**src/design/hhn_pkg.sv**
```systemverilog
package hhn_pkg;

  localparam longint VLimit  = 64'sd13107200;
  localparam longint VSpan   = 64'sd26214400;
  localparam longint Q16One  = 64'sd65536;
  localparam longint Ln2Q16  = 64'sd45426;
  localparam int     GateMax = 65535;
  localparam int     SpanDiv = 400;
  localparam logic [23:0] RecipM = 24'd10737418;

  localparam int unsigned InDataW  = 24;
  localparam int unsigned OutDataW = 112;
  localparam int unsigned CfgIdxW  = 3;
  localparam int unsigned CfgDataW = 16;

  typedef enum logic [CfgIdxW-1:0] {
    REG_G_NA  = 3'd0,
    REG_G_K   = 3'd1,
    REG_G_L   = 3'd2,
    REG_E_NA  = 3'd3,
    REG_E_K   = 3'd4,
    REG_E_L   = 3'd5,
    REG_DT    = 3'd6,
    REG_INV_C = 3'd7
  } cfg_reg_e;

  typedef enum logic [4:0] {
    CMD_NONE,
    CMD_SQUARE,
    CMD_CUBE,
    CMD_MIX,
    CMD_COND,
    CMD_CURR,
    CMD_SUM,
    CMD_SCALE,
    CMD_VOLT,
    CMD_SPAN,
    CMD_RECIP,
    CMD_INDEX,
    CMD_LOOKUP,
    CMD_RATE,
    CMD_DIFF,
    CMD_DELTA,
    CMD_CLAMP,
    CMD_COMMIT
  } cmd_e;

  typedef enum int {
    RT_AM = 0,
    RT_BM = 1,
    RT_AH = 2,
    RT_BH = 3,
    RT_AN = 4,
    RT_BN = 5
  } rate_sel_e;

  typedef struct packed {
    cmd_e cmd;
    logic load;
  } dp_ctrl_t;

  function automatic logic [31:0] sat_u32(input longint v);
    logic [31:0] res;
    if (v < 0) res = 32'd0;
    else if (v > 64'sd4294967295) res = 32'hFFFF_FFFF;
    else res = v[31:0];
    return res;
  endfunction

  // shift-and-subtract quotient, used only while building the rate tables
  function automatic logic [63:0] udiv64(input logic [63:0] n, input logic [63:0] d);
    logic [63:0] q;
    logic [64:0] rem;
    q = '0;
    rem = '0;
    for (int i = 63; i >= 0; i--) begin
      rem = {rem[63:0], n[i]};
      if (rem >= {1'b0, d}) begin
        rem = rem - {1'b0, d};
        q[i] = 1'b1;
      end
    end
    return q;
  endfunction

  function automatic logic [63:0] exp_q32(input longint x);
    longint k;
    longint r;
    logic [63:0] sum;
    logic [63:0] term;
    logic [63:0] res;
    if (x >= 0) k = x / Ln2Q16;
    else k = -((-x + Ln2Q16 - 1) / Ln2Q16);
    r = x - k * Ln2Q16;
    sum = 64'd1 << 32;
    term = 64'd1 << 32;
    term = (term * 64'(r)) >> 16;
    sum = sum + term;
    term = ((term * 64'(r)) >> 16) / 64'd2;
    sum = sum + term;
    term = ((term * 64'(r)) >> 16) / 64'd3;
    sum = sum + term;
    term = ((term * 64'(r)) >> 16) / 64'd4;
    sum = sum + term;
    term = ((term * 64'(r)) >> 16) / 64'd5;
    sum = sum + term;
    term = ((term * 64'(r)) >> 16) / 64'd6;
    sum = sum + term;
    term = ((term * 64'(r)) >> 16) / 64'd7;
    sum = sum + term;
    term = ((term * 64'(r)) >> 16) / 64'd8;
    sum = sum + term;
    term = ((term * 64'(r)) >> 16) / 64'd9;
    sum = sum + term;
    term = ((term * 64'(r)) >> 16) / 64'd10;
    sum = sum + term;
    term = ((term * 64'(r)) >> 16) / 64'd11;
    sum = sum + term;
    term = ((term * 64'(r)) >> 16) / 64'd12;
    sum = sum + term;
    term = ((term * 64'(r)) >> 16) / 64'd13;
    sum = sum + term;
    term = ((term * 64'(r)) >> 16) / 64'd14;
    sum = sum + term;
    if (k >= 0) begin
      if (k > 29) res = 64'd1 << 62;
      else res = sum << k;
    end else begin
      if (-k >= 63) res = 64'd0;
      else res = sum >> (-k);
    end
    return res;
  endfunction

  function automatic logic [31:0] x_over_expm1(input longint x);
    longint d;
    longint n;
    logic [63:0] q;
    logic neg;
    logic [31:0] res;
    d = longint'(exp_q32(x)) - (64'sd1 <<< 32);
    if (x == 0 || d == 0) begin
      res = 32'd65536;
    end else begin
      n = x * 64'sd4294967296;
      neg = (n < 0) != (d < 0);
      q = udiv64((n < 0) ? -n : n, (d < 0) ? -d : d);
      res = sat_u32(neg ? -longint'(q) : longint'(q));
    end
    return res;
  endfunction

  function automatic logic [31:0] rate_entry(input int sel, input longint v);
    longint u;
    logic [63:0] e;
    logic [31:0] res;
    u = v + 65 * Q16One;
    case (sel)
      RT_AM: res = x_over_expm1((25 * Q16One - u) / 10);
      RT_BM: begin
        e = exp_q32(-u / 18);
        res = sat_u32(longint'((e >> 16) * 64'd4));
      end
      RT_AH: begin
        e = exp_q32(-u / 20);
        res = sat_u32(longint'(((e >> 16) * 64'd7) / 64'd100));
      end
      RT_BH: begin
        e = exp_q32((30 * Q16One - u) / 10);
        res = sat_u32(longint'(udiv64(64'd1 << 48, e + (64'd1 << 32))));
      end
      RT_AN: res = x_over_expm1((10 * Q16One - u) / 10) / 32'd10;
      default: begin
        e = exp_q32(-u / 80);
        res = sat_u32(longint'((e >> 16) >> 3));
      end
    endcase
    return res;
  endfunction

endpackage

```
**src/design/hhn_ctrl.sv**
```systemverilog
module hhn_ctrl
  import hhn_pkg::*;
(
  input  logic     clk_i,
  input  logic     rst_ni,
  input  logic     in_valid_i,
  output logic     in_ready_o,
  output logic     out_valid_o,
  input  logic     out_ready_i,
  output dp_ctrl_t ctrl_o
);

  typedef enum logic [1:0] {
    ST_IDLE,
    ST_RUN,
    ST_WAIT
  } state_e;

  state_e state_q;
  cmd_e   cmd_q;
  logic   out_valid_q;
  logic   accept;
  logic   out_free;

  assign in_ready_o  = (state_q == ST_IDLE);
  assign accept      = in_valid_i && in_ready_o;
  assign out_free    = !out_valid_q || out_ready_i;
  assign out_valid_o = out_valid_q;
  assign ctrl_o.cmd  = cmd_q;
  assign ctrl_o.load = accept;

  always_ff @(posedge clk_i or negedge rst_ni) begin
    if (!rst_ni) begin
      state_q     <= ST_IDLE;
      cmd_q       <= CMD_NONE;
      out_valid_q <= 1'b0;
    end else begin
      if (cmd_q == CMD_COMMIT) begin
        out_valid_q <= 1'b1;
      end else if (out_ready_i) begin
        out_valid_q <= 1'b0;
      end
      case (state_q)
        ST_IDLE: begin
          if (accept) begin
            state_q <= ST_RUN;
            cmd_q   <= CMD_SQUARE;
          end else begin
            cmd_q <= CMD_NONE;
          end
        end
        ST_RUN: begin
          case (cmd_q)
            CMD_SQUARE: cmd_q <= CMD_CUBE;
            CMD_CUBE:   cmd_q <= CMD_MIX;
            CMD_MIX:    cmd_q <= CMD_COND;
            CMD_COND:   cmd_q <= CMD_CURR;
            CMD_CURR:   cmd_q <= CMD_SUM;
            CMD_SUM:    cmd_q <= CMD_SCALE;
            CMD_SCALE:  cmd_q <= CMD_VOLT;
            CMD_VOLT:   cmd_q <= CMD_SPAN;
            CMD_SPAN:   cmd_q <= CMD_RECIP;
            CMD_RECIP:  cmd_q <= CMD_INDEX;
            CMD_INDEX:  cmd_q <= CMD_LOOKUP;
            CMD_LOOKUP: cmd_q <= CMD_RATE;
            CMD_RATE:   cmd_q <= CMD_DIFF;
            CMD_DIFF:   cmd_q <= CMD_DELTA;
            CMD_DELTA:  cmd_q <= CMD_CLAMP;
            CMD_CLAMP: begin
              if (out_free) begin
                cmd_q   <= CMD_COMMIT;
                state_q <= ST_IDLE;
              end else begin
                cmd_q   <= CMD_NONE;
                state_q <= ST_WAIT;
              end
            end
            default: cmd_q <= CMD_NONE;
          endcase
        end
        ST_WAIT: begin
          if (out_free) begin
            cmd_q   <= CMD_COMMIT;
            state_q <= ST_IDLE;
          end
        end
        default: begin
          state_q <= ST_IDLE;
          cmd_q   <= CMD_NONE;
        end
      endcase
    end
  end

endmodule

```
**config.mk**
```make
export PLATFORM = sky130hd
export DESIGN_NAME = hhn_ctrl
export DESIGN_NICKNAME = d
export VERILOG_FILES = /design/src/design/hhn_pkg.sv /design/src/design/hhn_ctrl.sv
export SDC_FILE = /design/constraint.sdc
export NUM_CORES = 1
export LEC_CHECK = 0
export ABC_AREA = 1
export BUFFER_PORTS_ARGS = -buffer_cell sky130_fd_sc_hd__buf_2
export CELL_PAD_IN_SITES_DETAIL_PLACEMENT = 1
export CELL_PAD_IN_SITES_GLOBAL_PLACEMENT = 1
export CORE_UTILIZATION = 36
export CTS_CLUSTER_DIAMETER = 80
export DETAILED_ROUTE_END_ITERATION = 10
export PLACE_DENSITY_LB_ADDON = 0.1
export SYNTH_ARGS = -nofsm -noshare
export SYNTH_HDL_FRONTEND = slang
export SYNTH_SLANG_ARGS = --single-unit
```
**constraint.sdc**
```tcl
create_clock -name clk_i -period 2.4 [get_ports clk_i]
set_clock_uncertainty 0.05 [all_clocks]
set_input_delay 0.12 -clock clk_i [delete_from_list [all_inputs] [get_ports clk_i]]
set_output_delay 0.12 -clock clk_i [all_outputs]
set_load 0.05 [all_outputs]
```
After elaboration in Yosys (flattened, before gate mapping)
Index checks and enable logic that the tools add are counted.

storage, ports and cells
  flip-flop bits (word level) = 8
  logic and storage cells = 43

cells by class
  equality and inequality tests = 22
  muxes and demuxes = 12
  reduce and logical (&&, ||, !) cells = 6

operators by type and width
  kind                                           number
  case mux 5 bit (16 select lines)               1
  == test 5 x 4 -> 1 bit, second input constant  8
  == test 5 x 3 -> 1 bit, second input constant  4
  case mux 5 bit (3 select lines)                1
  == test 5 x 2 -> 1 bit, second input constant  2
  == test 5 bit, second input constant           2
  2-to-1 mux 5 bit                               2
  2-to-1 mux 2 bit                               4
  case mux 2 bit (3 select lines)                1
  == test 5 x 1 -> 1 bit, second input constant  1
  != test 2 bit, second input constant           2
  2-to-1 mux 1 bit                               3
  AND reduction 3 bit                            1
  == test 2 x 1 -> 1 bit, second input constant  1
  == test 2 bit, second input constant           1
  zero test 2 bit                                1
  != test 2 x 1 -> 1 bit, second input constant  1
  nonzero test 2 bit                             1
  logical AND 1 bit                              1
  zero test 1 bit                                1
  logical OR 1 bit                               1

Longest topological paths before layout
  depth in word-level cells = 5
  depth in mapped cells = 10

Least setup slack after synthesis
OpenSTA, ideal clock, no wires.

  path kind = register to output
  start = reg state_q[1]
  end = out ctrl_o[0] (netlist name)
  arrival = 1.529 ns
  required time = 2.230 ns
  stages on the path, launching flop included = 5
  slack = 0.701 ns
  buffers on the path = 1
  cells stage by stage = dfrtp_1 -> nor2_1 -> nand2_1 -> inv_1 -> buf_4

between the ends
  word-level cells in the longest chain between the ends = 2

ends and longest elaborated chain
  what                    RTL line        source
  start, declared         hhn_ctrl.sv:19  state_e state_q;
  start signal, assigned  hhn_ctrl.sv:34  state_q <= ST_IDLE;
  start signal, assigned  hhn_ctrl.sv:46  state_q <= ST_RUN;
  start signal, assigned  hhn_ctrl.sv:72  state_q <= ST_IDLE;
  zero test 2 bit         hhn_ctrl.sv:25  assign in_ready_o = (state_q == ST_IDLE);
  named net in_ready_o    hhn_ctrl.sv:7   output logic in_ready_o,
  logical AND 1 bit       hhn_ctrl.sv:26  assign accept = in_valid_i && in_ready_o;
  end, declared           hhn_ctrl.sv:10  output dp_ctrl_t ctrl_o

The timed path passes the listed nets, and every way through them passes these cells.

==> summary.txt <==
Logic synthesis
  – Netlist cell types: 17
  – Synth area leaders: dfrtp_1 (40%), nand2_1 (14%), nor2_1 (6.1%)
  – Post-Synthesis Cells: 72
  – Seq/Total Area, Yosys: 40.4%
  – Syn. warnings: 0
  – Net Count, Synth: 76
  – Syn avg cell area: 6.88 µm²
  – Synth area leader: dfrtp_1
  – FF+latch count, synth: 8
  – Yosys top cell area share: 40.4%
  – Syn Std Cell Area: 495 µm²

Hold path
  – HP Class: primary input to register

CTS
  – CTS H-tree lvls: 1
  – Clock slew at reported path FFs: 0.05 ns
  – Clock Sinks: 8
  – Root Buffer: clkbuf_4
  – CTS tree: built
  – Clock latency at the later pin of the worst-skew pair: 0.26 ns
  – CTS buffer count: 3
  – Clock tree buffer depth: 2
  – CTS resizes: 0

Critical path
  – Worst path max stage delay: 0.43 ns
  – CP Launch Type: register
  – Worst Path Required: 2.23 ns
  – Crit path max-delay family: flip-flops
  – Slowest cell on the critical path: dfrtp_1
  – Critical path fanouts, max: 6
  – Reg-to-reg slack, setup: 1.15 ns
  – Crit-path cells: nor2_1 > nand2_1 > inv_1 > buf_2
  – Crit end category: output pin
  – Setup CP Type: register to output pin
  – Crit path DAT: 1.25 ns
  – CP Buf/Inv Count: 2

Route
  – Remaining DRCs: 0
  – Routed len/inst: 11.8 µm
  – Routed Antenna Nets: 0
  – Final wirelength: 1180 µm
  – Routed vias: 518
  – Pre-Repair DR Iteration Count: 4
  – Iteration-0 DRC Markers: 5
  – Via/cell ratio: 5.18

Timing
  – Crit share post-route: 59.1%
  – TNS Setup: 0 ns
  – Final Hold Fails: 0
  – Fmax: 0.706 GHz
  – Worst Max-Slew Pin Slew: 0.347 ns
  – RSZ-0062 raised after global routing: no
  – Final setup violation count: 0
  – Setup WS post-layout: 0.983 ns
  – Rel. slew slack: 76.9%
  – Minimum clock period: 1.42 ns
  – Final Max Slew Viols: 0
  – Hold_ws: 0.0739 ns

Pwr
  – Pleak: 0.322 nW
  – Peak VDD IR: 0.286 mV
  – Tot Pwr: 245 µW
  – Total power density per cell area: 421 nW/µm²

Global route
  – Vias in the first global route: 436
  – Initial antenna violation count: 0
  – Largest net degree at the start of global routing: 10
  – Grt total ovfl: 0
  – First-pass GRT wire length: 1910 µm
  – Gr usage total: 19.0%

Finish
  – Filler cells: 178
  – Post-Layout Cell Count: 100
  – Final core utilization: 45.4%
  – Antenna diodes: 0
  – Final net count: 91
  – Area growth, synth to finish: 17.7%
  – Share of layout cells above drive strength 1: 25.9%
  – Commonest non-fill, non-tap cell in the layout: nand2_1
  – Most frequent cells in the layout: nand2_1 (18), buf_2 (11), nor2_1 (8), dfrtp_1 (8), inv_1 (6)
  – Design area: 583 µm²

Die
  – Core ar.: 1280 µm²
  – Initial cell density of the core: 38.6%
  – Row Count: 13
  – I/O pin count: 12
  – DIE HEIGHT: 39.1 µm
  – Chip width: 39.1 µm
  – Die area: 1530 µm²

Placed design
  – Placed Cells: 96
  – Post-DP Area: 551 µm²
  – I/O Buffers: 11
  – Place WS: 1.16 ns
  – DP Wirelength: 940 µm
  – Final GP Congestion: 0.836

Status
  – Outcome: finished clean

Flow run
  – Max-Cap Viols: 0
[Yosys cell counts]
| cell type | instances |
|---|---|
| inv_4 | 1 |
| nor2_1 | 8 |
| buf_6 | 1 |
| nand4_1 | 3 |
| buf_4 | 1 |
| nor3_1 | 5 |
| a21oi_1 | 2 |
| nand2_1 | 18 |
| nor2_2 | 1 |
| o21ai_1 | 2 |
| o211ai_1 | 1 |
| dfrtp_1 | 8 |
| nand3_1 | 5 |
| o21ai_0 | 4 |
| inv_2 | 4 |
| nand2_2 | 2 |
| inv_1 | 6 |
[metal layers]
| layer | part of all wire (%) | track usage, % | vias up | wire length (µm) |
|---|---|---|---|---|
| li1 | - | - | 258 | - |
| met1 | 48 | 25.0 | 248 | 564 |
| met2 | 46 | 28.3 | 10 | 545 |
| met3 | 4.8 | 8.67 | 2 | 57 |
| met4 | 1.2 | 3.45 | 0 | 14 |
| met5 | 0 | 0 | - | 0 |
[state kept, by name (all words and copies together) (netlist names)]
| register | flops |
|---|---|
| cmd_q | 5 |
| state_q | 2 |
| out_valid_o | 1 |
[repair_timing]
action	in CTS	in global routing
hold buffers	1	0
hold endpoints to repair	8	0
setup buffers	0	0
[worst paths after layout]
path | start | end | cells after the start
worst max-delay path | state_q[1] | ctrl_o[0] | 4
worst min-delay path | in_valid_i | state_q[0] | 3
worst max register to register | cmd_q[4] | cmd_q[0] | 9
worst min register to register | state_q[0] | cmd_q[0] | 3
max in group asynchronous | rst_ni | cmd_q[2] | 2
min in group asynchronous | rst_ni | cmd_q[0] | 2
[kinds of logic after synthesis]
family                 Yosys count  synth area share (%)
and+or+nand+nor                 42                  37.4
buffers and inverters           13                  12.6
AOI/OAI and AO/OA                9                  9.60
DFF                              8                  40.4
[cell type report]
type | instances | area, µm² | area share, %
Clock buffer | 3 | 22.5 | 3.86
Inverter | 11 | 43.8 | 7.51
Multi-Input combinational cell | 51 | 233 | 39.9
Tap cell | 15 | 18.8 | 3.22
Sequential cell | 8 | 200 | 34.3
Timing Repair Buffer | 12 | 65.1 | 11.2
[where the power goes]
| part | internal (mW) | switching, mW | leakage [nW] |
|---|---|---|---|
| registers | 0.135 | 0.0000000000000000377 | 0.107 |
| clock network | 0.0573 | 0.0464 | 0.0138 |
| logic | 0.00294 | 0.00351 | 0.202 |
[worst min-delay path, stage by stage]
cell,delay [ns]
buf_2,0.09
nand2_1,0.07
nand2_1,0.07
Power figures use the tool's default switching activity.
